--- config.mk ---
export PLATFORM = sky130hd
export DESIGN_NAME = rusi_div_cell
export DESIGN_NICKNAME = d
export VERILOG_FILES = /design/src/rtl/core/rusi_pkg.sv /design/src/rtl/core/rusi_div_cell.sv
export SDC_FILE = /design/constraint.sdc
export NUM_CORES = 1
export LEC_CHECK = 0
export ABC_CLOCK_PERIOD_IN_PS = 3150
export BUFFER_PORTS_ARGS = -buffer_cell sky130_fd_sc_hd__buf_2
export CAP_MARGIN = 10
export CORE_AREA = 10 10 246 248
export DETAILED_ROUTE_END_ITERATION = 16
export DIE_AREA = 0 0 256 258
export PLACE_DENSITY = 0.5
export SLEW_MARGIN = 20
export SYNTH_ARGS = -nofsm -noshare
export SYNTH_HDL_FRONTEND = slang
export SYNTH_SLANG_ARGS = --single-unit
--- constraint.sdc ---
create_clock -name clk -period 3.15 [get_ports clk]
set_input_delay 0.315 -clock clk [delete_from_list [all_inputs] [get_ports clk]]
set_output_delay 0.315 -clock clk [all_outputs]
set_load 0.005 [all_outputs]
--- src/rtl/core/rusi_pkg.sv ---
// shared types, widths and helpers for the ray / unit sphere intersect pipeline
package rusi_pkg;

  localparam int WORD_BITS = 32;
  localparam int FRAC_BITS = 16;

  localparam int A_W    = 2 * WORD_BITS;               // a = d.d, unsigned
  localparam int H_W    = 2 * WORD_BITS + 2;           // h = d.o and c = o.o - 1, signed
  localparam int D2_W   = 4 * WORD_BITS;               // h*h and a*|c|
  localparam int X_W    = D2_W + 2 * FRAC_BITS;        // radicand
  localparam int S_W    = X_W / 2;                     // square root
  localparam int REM_W  = S_W + 2;                     // square root remainder
  localparam int N_W    = 2 * WORD_BITS + FRAC_BITS + 3; // signed numerator
  localparam int NM_W   = N_W - 1;                     // numerator magnitude
  localparam int CMP_W  = 3 * WORD_BITS + FRAC_BITS + 2;
  localparam int SQ_CELLS = S_W;
  localparam int DV_CELLS = WORD_BITS;

  typedef struct packed {
    logic signed [WORD_BITS-1:0] ox;
    logic signed [WORD_BITS-1:0] oy;
    logic signed [WORD_BITS-1:0] oz;
    logic signed [WORD_BITS-1:0] dx;
    logic signed [WORD_BITS-1:0] dy;
    logic signed [WORD_BITS-1:0] dz;
  } ray_t;

  typedef struct packed {
    logic                  vld;
    logic [REM_W-1:0]      rem;
    logic [S_W-1:0]        root;
    logic [X_W-1:0]        x;
    logic signed [H_W-1:0] h;
    logic [A_W-1:0]        a;
    logic                  degen;
    logic                  miss;
  } sq_t;

  typedef struct packed {
    logic [A_W-1:0]       rem;
    logic [WORD_BITS-1:0] lo;
    logic [WORD_BITS-1:0] q;
    logic                 neg;
    logic                 ovf;
  } dv_lane_t;

  typedef struct packed {
    logic           vld;
    logic [A_W-1:0] a;
    logic           degen;
    logic           miss;
    dv_lane_t       n;
    dv_lane_t       f;
  } dv_t;

  // one restoring division step: bring in the next numerator bit
  function automatic dv_lane_t div_step(dv_lane_t l, logic [A_W-1:0] dvs);
    logic [A_W:0] t;
    dv_lane_t     r;
    r = l;
    t = {l.rem, l.lo[WORD_BITS-1]};
    if (t >= {1'b0, dvs}) begin
      r.rem = A_W'(t - {1'b0, dvs});
      r.q   = {l.q[WORD_BITS-2:0], 1'b1};
    end else begin
      r.rem = t[A_W-1:0];
      r.q   = {l.q[WORD_BITS-2:0], 1'b0};
    end
    r.lo = l.lo << 1;
    return r;
  endfunction

endpackage

--- src/rtl/core/rusi_div_cell.sv ---
// one division cell: one quotient bit for the near and the far root
module rusi_div_cell (
  input  logic          clk,
  input  logic          rst_n,
  input  rusi_pkg::dv_t c_i,
  output rusi_pkg::dv_t c_o
);
  import rusi_pkg::*;

  dv_t  nxt;
  dv_t  dat_r;
  logic vld_r;

  always_comb begin
    nxt   = c_i;
    nxt.n = div_step(c_i.n, c_i.a);
    nxt.f = div_step(c_i.f, c_i.a);
  end

  always_ff @(posedge clk) begin
    if (!rst_n) begin
      vld_r <= 1'b0;
    end else begin
      vld_r <= c_i.vld;
    end
  end

  always_ff @(posedge clk) begin
    dat_r <= nxt;
  end

  always_comb begin
    c_o     = dat_r;
    c_o.vld = vld_r;
  end

endmodule

# Word-level counts from Yosys, hierarchy flattened
# Cells that the tools add are included.
dict set report word_totals {
  ff_bits 325
  inputBits 329
  output_inout_bits 327
}
dict set report op_classes {
  add_sub_neg 2
  magnitude_cmp 2
  n_mux 4
}
# cell n
set op_table {}
lappend op_table {{>= comparator 65 x 64 -> 1 bit} 2}
lappend op_table {{two-way mux 64 bit} 2}
lappend op_table {{subtractor 64 bit} 2}
lappend op_table {{two-way mux 1 bit} 2}

# Logic depth before layout (Yosys ltp)
# Gate-level depths: netlist of run 1.
dict set report depth {
  ltp_word 2
  mapped_depth 16
  depth_no_buf 14
}

# Least setup slack after synthesis of run 1
# No wires, ideal clock.
dict set report synth_timing {
  path_type {input port to flip-flop}
  startpoint {input c_i[264] (netlist bit)}
  endpoint {register dat_r (netlist bit c_o[256])}
  setup_time_ns 0.123
  arrival_time_ns 3.044
  t_required_ns 3.027
  path_slack_ns -0.018
  path_stages 13
  cell_sequence {inv_1 -> ha_1 -> nor2b_1 -> o31a_1 -> o21ai_2 -> o21ai_1 -> a221o_2 -> a2111oi_4 -> o41ai_4 -> a21oi_4 -> o21ai_1 -> xnor2_1 -> mux2_1}
}
# element line
set synth_lines {}
lappend synth_lines {{start, declared} rusi_div_cell.sv:5} ;# input rusi_pkg::dv_t c_i,
lappend synth_lines {{end signal, assigned} rusi_div_cell.sv:29} ;# dat_r <= nxt;
lappend synth_lines {{end, declared} rusi_div_cell.sv:11} ;# dv_t dat_r;

==> run metrics, run 1 <==
first-pass GRT wire length=122000 um; Avg Cell Area, Syn=8.72 um^2; Reg clk slew, reported paths=60 ps; non-filler instance count after layout=3873; 1st-iter DRT viols=1027; I/O pin cnt=656; Worst EP arrival=3640 ps; Worst-Margin Slew=607 ps; Post-synth ARST share=0; antenna violations before repair=18; final hold vios=0; clock buffer depth=3; period utilization=1.01; cell count after synthesis=1836; power per cell area=509 nW/um^2; Die Footprint=66000 um^2; Max H-tree Level=2; PortBufs=651; worst setup margin=-28.4 ps; Critical Path Sink Type=register; status=finished with violations; post-DR vias/cell=4.70; CTS Buf Count=39; max_cap viols=0; Max Transition Viols Final=0; Rows=87; Startpoint Class=input port; Placer Congestion=0.939; Hold Crit Start=c_i[213]; Initial Utilization=0.287; WHS Endpoint=c_o[214]; f_max=0.315 GHz; Post-Syn Area=16000 um^2; static leakage=13.3 nW; Max-slew headroom=0.591; WS Path Type=in -> reg; die height=258 um; CTS tree=done; Setup-failing EPs final=3; Residual DRC=0; proportion of layout cells with a drive suffix above 1=0.386; Initial DRT Pass Iterations=5; Synth area leaders=dfxtp_1, ha_1, a21oi_1; RSZ-0062 raised after global routing=yes; Routed WL=84200 um; number of flops mapped to enable cells by yosys=0; multi-input logic area=8960 um^2; Hold Crit Class=in -> reg; total track usage=0.242; core area=55700 um^2; nets=3546; routed length per instance=21.7 um; number of clock sinks=325; design area=26900 um^2; crit-path max FO=7; violated checks=negative setup slack; filler cell count=5467; Post-DP Area=22800 um^2; placed cells=3556; Die X=256 um; Worst VDD drop=0.000419 V; Syn. warnings=0; synth unique cells=82; Seq/Total Area, Yosys=0.407; largest net degree at the start of global routing=31; grt ovf=0; Synth area leader=dfxtp_1; Synth Flop Type=dfxtp_1; antenna-violating nets left=0; Worst Path Required=3610 ps; register area=6510 um^2; Tmin final=3180 ps; Hold Path Depth=3; #FFs+latches synth=325; Area Growth Syn to Fin=68.2%; clk root buf=clkbuf_16; vias in the first global route=18.9k; dpl hpwl=69900 um; Synth top area share=0.407; via count=18.2k
[cells in the final DEF, fill, tap and decap left out, types with 7 or more instances in the layout]
| cell type | n |
|---|---|
| a211oi_1 | 8 |
| a21o_1 | 71 |
| a21oi_1 | 258 |
| a31oi_1 | 13 |
| and2_1 | 8 |
| and3_1 | 14 |
| buf_2 | 649 |
| buf_4 | 391 |
| clkbuf_1 | 7 |
| clkbuf_16 | 41 |
| clkbuf_8 | 7 |
| dfxtp_1 | 325 |
| dlygate4sd3_1 | 233 |
| ha_1 | 119 |
| inv_1 | 107 |
| mux2_1 | 9 |
| mux2_2 | 10 |
| nand2_1 | 113 |
| nand2b_1 | 13 |
| nand3_1 | 20 |
| nand4_1 | 47 |
| nor2_1 | 182 |
| nor2_2 | 9 |
| nor2b_1 | 16 |
| nor3_1 | 19 |
| o21a_1 | 22 |
| o21ai_0 | 65 |
| o21ai_1 | 16 |
| o21bai_1 | 31 |
| o31ai_1 | 10 |
| or3_1 | 9 |
| xnor2_1 | 73 |
| xor2_1 | 37 |
[what timing repair did]
item / 4_1_cts / 5_1_grt
cloned: 0 / 3
setup endpoints to repair: 6 / 104
endpoints found under the hold margin: 233 / 0
pin swaps: 0 / 19
buffers inserted: 0 / 10
gates resized for setup: 1 / 68
hold buffers: 234 / 0
[routing by layer]
layer / up-vias / part of all wire / global-route usage / routed length (um)
met5: - / 0.0020 / 0 / 169
met4: 24 / 0.033 / 0.0721 / 2800
met3: 135 / 0.055 / 0.0537 / 4670
met2: 594 / 0.52 / 0.462 / 43800
met1: 8478 / 0.39 / 0.260 / 32800
li1: 8962 / - / - / -
[kinds of logic (layout without fill, tap and decap cells)]
| logic type | count (synthesis) | in the layout | synth area share |
|---|---|---|---|
| AOI/OAI and AO/OA | 573 | 574 | 0.224 |
| and+or+nand+nor | 482 | 482 | 0.140 |
| DFF | 325 | 325 | 0.407 |
| buffers and inverters | 191 | 1467 | 0.0500 |
| adders and majority gates | 130 | 130 | 0.103 |
| xor gates and xnor gates | 111 | 111 | 0.0607 |
| muxes | 23 | 23 | 0.0160 |
| other | 1 | 5 | 0.000234 |
[synth_stat cells, types with 3 or more instances]
library cell and number:
or3_1 9, o21bai_1 31, mux2_2 10, nand4_1 47, a21o_1 72, o21ai_0 71, mux2_1 11, dfxtp_1 325
a2111oi_0 3, a21oi_1 262, o211ai_1 4, a21oi_2 3, nand2b_1 13, nor3_1 21, a31oi_1 14, xnor2_1 74
buf_4 9, nor3b_1 3, nand2_1 114, a211oi_1 10, inv_1 110, or2_2 4, o21ai_1 15, o21a_1 22
o41ai_1 4, buf_2 25, a31o_2 3, clkbuf_1 42, nand3_1 20, xor2_1 37, o31ai_1 11, nor2_1 191
o31a_1 4, a21boi_0 4, o22ai_1 3, nor2b_1 16, and3_1 14, nor4_1 7, ha_1 128, and2_1 10
[worst max-delay path by stage]
stage / cells after the start / slack [ps] / start / to
finish: 12 / -30 / c_i[300] / c_o[224]
global route: 13 / -60 / c_i[300] / c_o[125]
global placement: 16 / -530 / c_i[279] / c_o[251]
detailed placement: 15 / -610 / c_i[279] / c_o[216]
CTS: 13 / 20 / c_i[230] / c_o[216]
floorplan: 13 / 40 / c_i[264] / c_o[256]
[critical path, stage by stage]
cell	delay, ps
dlygate4sd3_1	520
buf_2	100
inv_1	80
ha_1	380
nand4_1	180
buf_4	180
o41ai_4	420
o31a_1	310
a31oi_4	140
o211ai_4	400
clkbuf_16	270
mux2_2	330
[where the power goes]
| group | internal, mW | switching, mW |
|---|---|---|
| Clock | 2.80 | 1.88 |
| Sequential | 4.61 | 0.171 |
| Combinational | 2.10 | 2.16 |
[layout make-up]
type                    count  area share
clock buffers              53      0.0408
flip-flops and latches    325       0.242
well taps                 756      0.0351
repair buffers           1289       0.326
multi-input cells        1322       0.333
clock inverters            15     0.00850
diodes                      3    0.000279
inverters                 110      0.0153
[per-stage QoR]
step / setup TNS [ps] / power (mW) / util / setup WS [ps] / hold WS (ps)
6_report: -35.3 / 13.7 / 0.483 / -28.4 / 16.3
5_1_grt: -806 / 14.4 / 0.483 / -64.2 / 18.5
4_1_cts: 0 / 13.7 / 0.476 / 25.0 / 0.227
3_5_place_dp: -51270 / 8.77 / 0.410 / -614 / 419
3_3_place_gp: -39630 / 8.78 / 0.410 / -529 / 418
2_1_floorplan: 0 / 6.60 / - / 36.0 / 343
[flip-flops by register name, indices dropped and copies added, names as in the netlist]
register / count
c_o: 324
vld_r: 1
No activity file was read; power rests on OpenSTA's default activity.
==> run 2: changes to the inputs <==
Settings changed: CELL_PAD_IN_SITES_DETAIL_PLACEMENT set to 1, CELL_PAD_IN_SITES_GLOBAL_PLACEMENT set to 1, CORE_AREA 10 10 246 248 to 10 10 249 251, DIE_AREA 0 0 256 258 to 0 0 259 261, PLACE_DENSITY 0.5 to 0.66.
==> run metrics, run 2 (synthesized netlist as in run 1, its figures left out) <==
number of clock sinks=325; grt ovf=0; Worst Path Required=3650 ps; Critical Path Sink Type=register; met2 Use GR=0.493; largest net degree at the start of global routing=29; proportion of layout cells with a drive suffix above 1=0.381; crit path buf inv count=7; die height=261 um; WHS=21.6 ps; Residual DRC=0; dpl hpwl=74700 um; I/O pin cnt=656; Tmin final=3070 ps; Hold Crit Class=in -> reg; Hold Crit Start=c_i[245]; Max-slew headroom=0.580; 1st-iter DRT viols=828; commonest non-fill, non-tap cell in the layout=buf_2; critical-path cell list=dlygate4sd3_1 -> buf_2 -> inv_1 -> ha_1 -> buf_4 -> nand2_1 -> nor2_1 -> nand3_1 -> nor3_1 -> and2_1 -> a21oi_1 -> nand4_1 -> a21o_4 -> buf_4 -> buf_4 -> nor2_1 -> a21oi_1 -> buf_4; f_max=0.325 GHz; Max Transition Viols Final=0; Rows=88; Setup TNS Final=0 ps; crit-path max cell delay=520 ps; power per cell area=520 nW/um^2; routed length per instance=24.1 um; Routed WL=92600 um; Worst EP arrival=3580 ps; CP max-delay cell=dlygate4sd3_1; Initial Utilization=0.280; clock buffer depth=3; clk root buf=clkbuf_16; Worst-Margin Slew=622 ps; WHS Endpoint=c_o[246]; vias in the first global route=20.4k; Setup WS pre-CTS=-598 ps; first-pass GRT wire length=133000 um; total track usage=0.260; non-filler instance count after layout=3846; status=finished, final reports clean; worst setup margin=76.4 ps; Post-DP Area=22700 um^2; CTS Buf Count=40; Placer Congestion=0.937; CTS tree=done; core area=57100 um^2; Startpoint Class=input port; Max H-tree Level=2; CP top delay family=buffers and inverters; Worst VDD drop=0.000366 V; antenna violations before repair=22; Setup-failing EPs final=0; nets=3508; final hold vios=0; Reg clk slew, reported paths=50 ps; most frequent cells in the layout=buf_2, buf_4, dfxtp_1, a21oi_1, dlygate4sd3_1; Area Growth Syn to Fin=65.8%; antenna-violating nets left=0; static leakage=13.1 nW; design area=26500 um^2; Hold Path Depth=3; WS Path Type=in -> reg; GRT met3 Usage=0.0610; via count=18.6k; Worst path most repeated cell=buf_4; period utilization=0.976; met1 Use GR=0.264; busiest layer in global routing=met2; Die Footprint=67600 um^2; post-DR vias/cell=4.84; placed cells=3547; PortBufs=651; max_cap viols=0; number of flip-flops in the largest register=324; Die X=259 um; crit-path max FO=6; Initial DRT Pass Iterations=5
run 2: worst max path at each step:
stage	from	to	slack, ps	depth (start not counted)
finish	c_i[315]	c_o[93]	80	18
global route	c_i[275]	c_o[254]	-10	17
CTS	c_i[105]	c_o[125]	2	10
detailed placement	c_i[263]	c_o[254]	-600	15
global placement	c_i[195]	c_o[254]	-540	17
floorplan	c_i[264]	c_o[256]	40	13
run 2: per-layer routing:
layer  part of all wire  vias to the layer above
met5             0.0017                        -
met4              0.056                       24
met3              0.057                      171
met2               0.52                      555
met1               0.37                     8992
li1                   -                     8862
run 2: power breakdown:
group          switching (mW)  internal [mW]
Clock                    1.96           2.77
Combinational            2.22           2.04
Sequential              0.198           4.61
run 2: final cells by class:
type | count | area [um^2]
antenna | 7 | 17.5
clock buffer | 50 | 1080
clock inverter | 17 | 223
fill | 6758 | 30600
inverter | 110 | 413
multi-input combinational | 1322 | 8940
sequential | 325 | 6510
tap | 765 | 957
timing repair buffer | 1250 | 8390
run 2: what timing repair did:
| item | 4_1_cts | 5_1_grt |
|---|---|---|
| endpoints found under the setup margin | 7 | 98 |
| hold buffers | 215 | 0 |
| resized for setup | 3 | 51 |
| pin swaps | 0 | 28 |
| buffers inserted | 0 | 8 |
| cloned | 0 | 2 |
| endpoints found under the hold margin | 214 | 0 |
run 2: through the flow:
stage          utilization  total power, mW
6_report             0.464             13.8
4_1_cts              0.458             13.8
5_1_grt              0.464             14.5
3_3_place_gp         0.398             8.74
3_5_place_dp         0.398             8.80
2_1_floorplan            -             6.60
