### src/rtl/core/rusi_pkg.sv
// shared types, widths and helpers for the ray / unit sphere intersect pipeline
package rusi_pkg;

  localparam int WORD_BITS = 32;
  localparam int FRAC_BITS = 16;

  localparam int A_W    = 2 * WORD_BITS;               // a = d.d, unsigned
  localparam int H_W    = 2 * WORD_BITS + 2;           // h = d.o and c = o.o - 1, signed
  localparam int D2_W   = 4 * WORD_BITS;               // h*h and a*|c|
  localparam int X_W    = D2_W + 2 * FRAC_BITS;        // radicand
  localparam int S_W    = X_W / 2;                     // square root
  localparam int REM_W  = S_W + 2;                     // square root remainder
  localparam int N_W    = 2 * WORD_BITS + FRAC_BITS + 3; // signed numerator
  localparam int NM_W   = N_W - 1;                     // numerator magnitude
  localparam int CMP_W  = 3 * WORD_BITS + FRAC_BITS + 2;
  localparam int SQ_CELLS = S_W;
  localparam int DV_CELLS = WORD_BITS;

  typedef struct packed {
    logic signed [WORD_BITS-1:0] ox;
    logic signed [WORD_BITS-1:0] oy;
    logic signed [WORD_BITS-1:0] oz;
    logic signed [WORD_BITS-1:0] dx;
    logic signed [WORD_BITS-1:0] dy;
    logic signed [WORD_BITS-1:0] dz;
  } ray_t;

  typedef struct packed {
    logic                  vld;
    logic [REM_W-1:0]      rem;
    logic [S_W-1:0]        root;
    logic [X_W-1:0]        x;
    logic signed [H_W-1:0] h;
    logic [A_W-1:0]        a;
    logic                  degen;
    logic                  miss;
  } sq_t;

  typedef struct packed {
    logic [A_W-1:0]       rem;
    logic [WORD_BITS-1:0] lo;
    logic [WORD_BITS-1:0] q;
    logic                 neg;
    logic                 ovf;
  } dv_lane_t;

  typedef struct packed {
    logic           vld;
    logic [A_W-1:0] a;
    logic           degen;
    logic           miss;
    dv_lane_t       n;
    dv_lane_t       f;
  } dv_t;

  // one restoring division step: bring in the next numerator bit
  function automatic dv_lane_t div_step(dv_lane_t l, logic [A_W-1:0] dvs);
    logic [A_W:0] t;
    dv_lane_t     r;
    r = l;
    t = {l.rem, l.lo[WORD_BITS-1]};
    if (t >= {1'b0, dvs}) begin
      r.rem = A_W'(t - {1'b0, dvs});
      r.q   = {l.q[WORD_BITS-2:0], 1'b1};
    end else begin
      r.rem = t[A_W-1:0];
      r.q   = {l.q[WORD_BITS-2:0], 1'b0};
    end
    r.lo = l.lo << 1;
    return r;
  endfunction

endpackage

### src/rtl/core/rusi_sqrt_cell.sv
// one square root cell: retires one root bit per request
module rusi_sqrt_cell (
  input  logic          clk,
  input  logic          rst_n,
  input  rusi_pkg::sq_t c_i,
  output rusi_pkg::sq_t c_o
);
  import rusi_pkg::*;

  logic [REM_W+1:0] t;
  logic [REM_W+1:0] trial;
  sq_t              nxt;
  sq_t              dat_r;
  logic             vld_r;

  always_comb begin
    nxt   = c_i;
    t     = {c_i.rem, c_i.x[X_W-1 -: 2]};
    trial = (REM_W + 2)'({c_i.root, 2'b01});
    if (t >= trial) begin
      nxt.rem  = REM_W'(t - trial);
      nxt.root = {c_i.root[S_W-2:0], 1'b1};
    end else begin
      nxt.rem  = t[REM_W-1:0];
      nxt.root = {c_i.root[S_W-2:0], 1'b0};
    end
    nxt.x = c_i.x << 2;
  end

  always_ff @(posedge clk) begin
    if (!rst_n) begin
      vld_r <= 1'b0;
    end else begin
      vld_r <= c_i.vld;
    end
  end

  always_ff @(posedge clk) begin
    dat_r <= nxt;
  end

  always_comb begin
    c_o     = dat_r;
    c_o.vld = vld_r;
  end

endmodule

### config.mk
export PLATFORM = sky130hd
export DESIGN_NAME = rusi_sqrt_cell
export DESIGN_NICKNAME = d
export VERILOG_FILES = /design/src/rtl/core/rusi_pkg.sv /design/src/rtl/core/rusi_sqrt_cell.sv
export SDC_FILE = /design/constraint.sdc
export NUM_CORES = 1
export LEC_CHECK = 0
export BUFFER_PORTS_ARGS = -buffer_cell sky130_fd_sc_hd__clkbuf_2
export CELL_PAD_IN_SITES_DETAIL_PLACEMENT = 1
export CELL_PAD_IN_SITES_GLOBAL_PLACEMENT = 1
export CORE_AREA = 2 2 359 361
export DETAILED_ROUTE_END_ITERATION = 10
export DIE_AREA = 0 0 361 363
export GPL_ROUTABILITY_DRIVEN = 0
export PLACE_DENSITY_LB_ADDON = 0.25
export SYNTH_ARGS = -nofsm -noshare
export SYNTH_HDL_FRONTEND = slang
export SYNTH_SLANG_ARGS = --single-unit
### constraint.sdc
create_clock -name clk -period 4.5 [get_ports clk]
set_input_delay 0.225 -clock clk [delete_from_list [all_inputs] [get_ports clk]]
set_output_delay 0.225 -clock clk [all_outputs]
set_load 0.03 [all_outputs]
After elaboration in Yosys (flattened, before gate mapping)
Index checks and enable logic that the tools add are counted.
{"block": "word_totals", "out_inout_bits": 455, "register_bits": 453, "inputBits": 457}
{"block": "op_classes", "n_mux": 1, "n_lt_le_gt_ge": 1, "n_addsub": 1}
{"operator": "162-bit two-way mux", "count": 1}
{"operator": "84-bit by 82-bit >= comparator with 1-bit output", "count": 1}
{"operator": "82-bit subtractor", "count": 1}

Logic depth before layout (Yosys ltp)
Gate-level depths: netlist of run 1.
{"block": "depth", "depth_word": 2, "mapped_depth": 16}

Worst setup path before layout of run 1
Ideal clock, no wire load.
{"block": "synth_timing", "kind": "input to register", "from": "in c_i[292] (netlist bit)", "to": "reg dat_r, in the netlist c_o[450]", "slack_ns": 1.699, "n_path_buf": 0, "setup_ns": 0.119, "cell_stages": 13, "arrival_time_ns": 2.682, "cell_sequence": "inv_1 -> ha_1 -> nor2b_1 -> o2111ai_1 -> nand2_1 -> a311oi_2 -> o32ai_2 -> or3_1 -> a21boi_1 -> o21ai_1 -> a31oi_1 -> xor2_1 -> o21ai_1"}
{"item": "start, declared", "line_no": "rusi_sqrt_cell.sv:5", "text": "input rusi_pkg::sq_t c_i,"}
{"item": "end signal, assigned", "line_no": "rusi_sqrt_cell.sv:39", "text": "dat_r <= nxt;"}
{"item": "end, declared", "line_no": "rusi_sqrt_cell.sv:13", "text": "sq_t dat_r;"}

==> results of run 1 <==
==> cells in the mapped netlist, drive strengths merged (2+ instances only) <==
cell type,n
a21boi,3
nor4,6
buf,35
and3,7
inv,102
o31a,2
xor2,28
o21a,12
nor3,13
and2,7
a211oi,9
o21ai,129
or3,6
nand3b,2
a41oi,2
nor2b,7
mux2,2
a31oi,13
clkbuf,30
o31ai,7
nand2b,6
ha,82
nand4,39
and4,7
o221ai,2
dfxtp,453
a21oi,104
a221oi,2
o21bai,20
nand2,157
a21o,49
nand3,13
nor2,41
xnor2,52
a22oi,2
o2111ai,3
or2,3
==> repair_timing <==
action                                 4_1_cts  5_1_grt
setup buffers                                0        0
hold buffers                               453        0
setup endpoints to repair                    0        0
endpoints found under the hold margin      452        0
==> layout make-up <==
class | count | area (sq um) | share of cell area (%)
sequential | 453 | 9070 | 31.7
tap | 1662 | 2080 | 7.26
clock buffer | 76 | 1690 | 5.91
multi-input combinational | 852 | 5550 | 19.4
timing repair buffer | 1382 | 9270 | 32.4
antenna | 15 | 37.5 | 0.131
inverter | 102 | 383 | 1.34
clock inverter | 38 | 539 | 1.88
==> flip-flops by register name, indices dropped and copies added (netlist names) <==
name / count
c_o: 452
vld_r: 1
==> through the flow <==
stage | instances | hold WS, ps | util [%]
3_5_place_dp | 3998 | 329 | 17.2
5_1_grt | 4572 | 138 | 22.5
6_report | 4580 | 83.4 | 22.5
2_1_floorplan | 1472 | 253 | -
3_3_place_gp | 3998 | 328 | 17.2
4_1_cts | 4565 | 27.6 | 22.5
==> path summary, 6_finish.rpt <==
kind	to	depth (start not counted)
setup / recovery	c_o[446]$_DFF_P_	17
hold / removal	c_o[453]$_DFF_P_	5
==> cell families (layout without fill, tap and decap cells) <==
family / Yosys count / count (layout) / synth area share, %
compound gates: 371 / 371 / 15.0
xor+xnor: 80 / 80 / 4.58
fa+ha+maj: 82 / 82 / 6.70
buf+inv: 167 / 1598 / 4.54
flops: 453 / 453 / 59.3
mux: 2 / 2 / 0.147
other cells: 1 / 17 / 0.0245
simple gates: 315 / 315 / 9.77
==> cell usage in the layout, fill, tap and decap left out, types with 49 or more instances in the layout <==
master,Yosys,routed
dlygate4sd3_1,0,453
clkbuf_16,0,61
ha_1,82,82
inv_1,102,102
nand2_1,157,157
o21ai_0,117,117
dfxtp_1,453,453
a21oi_1,104,104
clkbuf_2,3,909
a21o_1,49,49
xnor2_1,52,52
==> critical path: cells and delay by family <==
| family | cells | cell delay (ps) |
|---|---|---|
| AOI/OAI and AO/OA | 7 | 1750 |
| buffers and inverters | 5 | 1130 |
| and+or+nand+nor | 3 | 1070 |
| adders and majority gates | 1 | 430 |
| xor gates and xnor gates | 1 | 210 |
==> power by group <==
group	leakage (nW)	switching, mW	internal [mW]
clock	1.07	2.18	3.25
sequential	3.82	0.110	4.37
combinational	8.57	1.95	1.01
==> per-layer routing <==
metal / up-vias / part of all wire, %
met2: 573 / 50
met5: - / 0.097
met4: 16 / 3.8
met3: 141 / 8.0
met1: 7664 / 38
li1: 7791 / -
==> results summary, run 1 <==
The flow ran to the end, and the final reports show no timing, DRC or antenna violations. The number of max-slew violations in the final report came out at 0. The class of the most critical setup path is in -> reg. Dividing the detail-routed wire length by the instance count gives roughly 24 um. The H-tree generated during clock tree synthesis spans 2 levels. The beginning of the worst hold path is c_i[371]. After global routing, the most crowded layer is met2. The final global-route overflow total is 0. The via count is between 15000 and 20000. After the last flow step, the layout net total stands at ~3400. The biggest fanout along the worst timing path came out at 8. Of all cell types, the one taking the most synthesized area is dfxtp_1. Static timing analysis puts the maximum clock frequency at approximately 0.23 GHz.

For this design, the slowest cell found on the critical path is nor2_1. Measured against its own limit, the worst slew margin works out to 49.1%. The final total negative setup slack came out at 0 ps. The dominant synthesized flop cell is dfxtp_1.

At the pin with the least slew margin, the transition time is roughly 760 ps. The total design power is 12.9 mW. The layout overhead on the synthesized area came out at 87.0%.

The number of CTS-inserted buffers came out at 61. The number of warnings issued by yosys is 0. The most critical setup path has its startpoint at c_i[313].

The number of input and output port buffers inserted is between 900 and 1000. The critical path goes through dlygate4sd3_1, clkbuf_2, inv_1, ha_1, nand4_1, nor2_1, and3_1, o311ai_1, a31oi_2, buf_4, a21oi_1, buf_4, o31ai_2, a221oi_2, o31ai_1, xnor2_1, o21ai_1. With fillers left out, the area of the finished cells amounts to between 0.02 and 0.03 sq mm. TritonCTS built the clock tree. The gate count of the mapped netlist came out at approximately 1500.

The detailed router finished its first iteration with roughly 540 violations. The minimum period implied by the final worst setup slack is roughly 4300 ps. At the worst endpoint, the required time is between 5000 and 6000 ps.

The smallest setup slack after layout is 185 ps. The total global-route track usage is roughly 16%. The setup-violating endpoint count in the final report came out at 0. The cell leakage power is ~13 nW. The placed wire-length estimate after detailed placement came out at about 94 mm.

Measured along the y axis, the die boundary spans 363 um. For met3 alone, demand over resource in global routing was about 5.7%. The detail route stage leaves a number of antenna-violating nets equal to 0. The power per standard cell area is between 400 and 500 mW/mm^2.

The effective utilization at floorplan came out at about an eighth. The cell area reported after detailed placement came out at around 0.022 sq mm. The critical path data arrival time came out at approximately 4800 ps. STA classifies the critical path endpoint as a flip-flop. The fraction of the cycle the final worst path needs came out at a little over nine tenths.

Summing the sequential cell areas from Yosys gives about three fifths of the chip area. The combined area of all synthesized cells came out at 0.0153 sq mm. STA classifies the critical path startpoint as a primary input. For this design, the sink count on the clock tree is between 400 and 500. After floorplanning, the core was divided into between 100 and 150 placement rows. The fraction of met1 tracks used by global routing came out at around 18%. The fill cell instance count of the final layout is between 10000 and 15000. Entering global routing, the biggest net connects 79 pins. No sink is reached through more buffers than the 3 on the longest clock path. The met2 usage in global routing came out at 29.2%. The clock edge transition at the registers on the reported setup and hold paths came out at approximately 60 ps.

The fraction of layout instances using a drive strength above 1 came out at a little over a third. In the post-synthesis netlist, the biggest area contributors are dfxtp_1 59%, ha_1 6.7%, nand2_1 3.9%, o21ai_0 3.8%, a21oi_1 3.4%. The first-pass iteration count of the detailed router came out at 4. The floorplan step defined a die boundary enclosing 0.131 sq mm. The final hold violation count came out at 0. After detailed routing, the number of remaining DRC violations is 0. The number of maximum-capacitance constraint violations is 0. The number of global-route vias before repair is around 17000. The flip-flop and latch count after synthesis is ~450.

The global-route wire length before repair came out at approximately 150 mm. Dividing the detail-routed via count by the number of cells gives roughly 3.5. The number of cells upsized or downsized after cts came out at 0. By instance count, the cell type seen most on the critical path is buf_4.

The largest vdd supply drop came out at a little over 0.0003 V. The post-synthesis average cell area came out at between 10 and 15 sq um. The number of synthesized flops with an enable pin is 0. The final wirelength came out at between 100 and 150 mm. Setup repair after global routing left no endpoint under its margin. The cell sitting at the root of the clock tree is a clkbuf_16. The min-delay analysis places its worst path in the category in -> reg. The region available for standard cell placement spans between 0.1 and 0.15 sq mm. The floorplan die width is approximately 360 um.

The initial antenna violation count came out at 39. Timing analysis after detailed placement gives a worst setup slack of around 110 ps. The biggest cell delay along the critical path came out at 590 ps. During I/O placement, the number of pins put on the boundary was about 910. The share of async-settable or async-resettable flops after synthesis is 0%.

The top cell type's share of synthesized area is roughly 60%. The post-synthesis cell type count is 68.
Power figures use the tool's default switching activity.
==> run 2, diff against run 1 <==
==> constraint.sdc (replaced) <==
create_clock -name clk -period 4.5 [get_ports clk]
set_input_delay 0.45 -clock clk [delete_from_list [all_inputs] [get_ports clk]]
set_output_delay 0.45 -clock clk [all_outputs]
set_load 0.03 [all_outputs]
==> run 2 against run 1 <==
Wire length shrank 0.77%. Largest cell class unchanged. Power down 0.50%. Final area fell by 0.57%. Clock power down 0.7%. Critical path type unchanged.
==> results summary, run 2 (synthesis gave the netlist of run 1 again) <==
The flow ran to the end, and the final reports show no timing, DRC or antenna violations. The clock edge transition at the registers on the reported setup and hold paths is 70 ps (about the same). The I/O pin total is 912 (unchanged). The maximum number of pins on one net before global-route repair came to 67 (-15%). The slowest stage of the critical path is the dlygate4sd3_1 cell. The initial antenna violation count was 46 (+18%). The largest vdd supply drop is 0.000282 V (-7.9%). The number of global-route vias before repair is 17400 (+0.19%). The final global-route overflow total came out at 0 (unchanged).

The number of design rule violations left after detail routing is 0 (unchanged). The number of max-slew violations in the final report is 0 (unchanged). The cell leakage power came to 13.4 nW (-0.35%). The detail-routed via count per cell is 3.52 (-0.42%).

Among the stages of the critical path, the cell type that occurs most often is buf_4. Setup repair after global routing left no endpoint under its margin. The full die area is 0.131 sq mm (unchanged).

The CTS sink count came out at 453 (unchanged). The global-route wire length before repair is 146 mm (-1.3%). The smallest setup slack after layout is 395 ps (+210 ps). The number of flip-flops in the largest register is 452 (unchanged).

The fraction of the cycle the final worst path needs is 91.2% (-4.7 points). The actual transition at the worst max-transition pin came out at 739 ps (-24.9 ps). Leaving out fill and tap cells, the most frequent cell in the layout is clkbuf_2. The fill cell instance count of the final layout is 14900 (+0.16%). The total design power is 12.8 mW (-0.50%). The routed length per placed instance is 24.2 um (-0.44%). The placed wire-length estimate after detailed placement is 94.1 mm (about the same). The hold slack is 56.5 ps (-26.8 ps).

The pre-CTS setup slack came out at 275 ps (+161 ps). In the layout the commonest cells are 909 x clkbuf_2, 453 x dfxtp_1, 442 x dlygate4sd3_1. The critical path data arrival time came out at 4630 ps (-210 ps).

The number of placement rows was 131 (unchanged). The biggest cell delay along the critical path came out at 610 ps (+20 ps). STA classifies the critical path endpoint as a flip-flop. The total global-route track usage came out at 16.2% (-0.20 points). The hold buffer count at CTS came out at 442 (-2.4%). The floorplan core area came out at 0.127 sq mm (unchanged). The number of cells upsized or downsized after cts was 0 (unchanged). The number of CTS-inserted buffers was 59 (-3.3%). The biggest fanout along the worst timing path was 8 (unchanged).

The number of buffers inserted to repair setup after CTS is 0 (unchanged). Grouping stages by cell kind, the critical path spends the most delay in compound AO/OA/AOI/OAI gates. The signal on the critical path passes through dlygate4sd3_1, clkbuf_2, inv_1, ha_1, nand4_1, nor2_1, and3_1, o311ai_1, a31oi_2, a21oi_1, buf_4, o31ai_2, a221oi_2, buf_4, o31ai_1, xnor2_1, o21ai_1. The buffer levels on the longest clock path came out at 3 (unchanged). The number of non-filler instances in the completed layout is 4565 (-0.33%). The number of input and output port buffers inserted came to 909 (unchanged).

The final core utilization is 22.4% (-0.13 points). The final instance area came to 0.0285 sq mm (-0.57%). The hold path depth is 2 (-3). The final wirelength is 111 mm (-0.77%). The upper clock frequency limit came out at 0.244 GHz (+5.1%).

CTS placed an instance of clkbuf_16 at the clock tree root. The endpoint of the worst hold path is c_o[428]$_DFF_P_. The fraction of layout instances using a drive strength above 1 is 36.6% (about the same). The cell area reported after detailed placement came out at 0.0218 sq mm (about the same). The setup-violating endpoint count in the final report came to 0 (unchanged). The worst setup path is launched from a primary input. The minimum period implied by the final worst setup slack is 4110 ps (-210 ps). The effective utilization at floorplan is 12.0% (unchanged). TritonCTS built the clock tree. The total number of nets in the final design came out at 3379 (-0.35%). The floorplan die width is 361 um (unchanged). The starting DRC count in detailed routing came to 526 (-2.0%). The beginning of the worst hold path is c_i[426]. The power per standard cell area came to 450 mW/mm^2 (about the same). The post-route antenna net violation count is 0 (unchanged). The placed instance count is 3999 (+0.025%). The number of maximum-capacitance constraint violations came out at 0 (unchanged). The via count was 16100 (-0.74%). The worst relative slew slack is 50.7% (+1.7 points). The overall die height came out at 363 um (unchanged). The final total negative setup slack is 0 ps (unchanged).

The H-tree depth is 2 (unchanged). The endpoint required time on the critical path came out at 5030 ps (about the same). The class of the worst hold path is in -> reg. Tracing the worst setup path back leads to its startpoint at c_i[313]. The class of the most critical setup path is in -> reg. The final hold violation count came out at 0 (unchanged).

The first-pass iteration count of the detailed router came out at 4 (unchanged). The number of buffer and inverter instances along the worst setup path is 5 (unchanged). From synthesis to final layout, the design area changed by 86.0%.
==> run 2: cell types whose count changed in the layout (fill, tap and decap cells not counted), sizes merged <==
| cell | before | now |
|---|---|---|
| dlygate4sd3 | 453 | 442 |
| clkinvlp | 9 | 3 |
| bufinv | 10 | 12 |
| buf | 20 | 21 |
| clkbuf | 985 | 984 |
| clkinv | 18 | 19 |
| diode | 15 | 14 |
==> run 2: final cells by class <==
| type | count | area (sq um) | area share [%] |
|---|---|---|---|
| Timing Repair Buffer | 1372 | 9160 | 32.2 |
| Sequential cell | 453 | 9070 | 31.9 |
| Multi-Input combinational cell | 852 | 5550 | 19.5 |
| Tap cell | 1662 | 2080 | 7.31 |
| Clock buffer | 75 | 1640 | 5.75 |
| Clock inverter | 35 | 549 | 1.93 |
| Inverter | 102 | 383 | 1.35 |
| Antenna cell | 14 | 35.0 | 0.123 |
==> run 2: metal layers <==
metal	up-vias	GRT usage, %	share of wire (%)
met5	-	0	0.13
met4	26	5.63	3.9
met3	141	5.90	8.0
met2	568	29.2	50
met1	7558	17.4	38
li1	7772	-	-
==> run 2: where the power goes <==
| part | total, mW | leakage (nW) | internal, mW | switching, mW |
|---|---|---|---|---|
| combinational | 2.94 | 8.53 | 1.01 | 1.93 |
| clock | 5.39 | 1.07 | 3.27 | 2.12 |
| sequential | 4.48 | 3.82 | 4.37 | 0.112 |
| total | 12.8 | 13.4 | 8.65 | 4.16 |
==> run 2: worst max-delay path by stage <==
stage                             endpoint  slack (ps)  cells past startpoint
after floorplan           c_o[450]$_DFF_P_        1470                     13
after global placement    c_o[432]$_DFF_P_         170                     14
after detailed placement  c_o[432]$_DFF_P_         270                     14
after CTS                 c_o[446]$_DFF_P_         400                     17
after global routing      c_o[432]$_DFF_P_         170                     15
final                     c_o[446]$_DFF_P_         390                     17
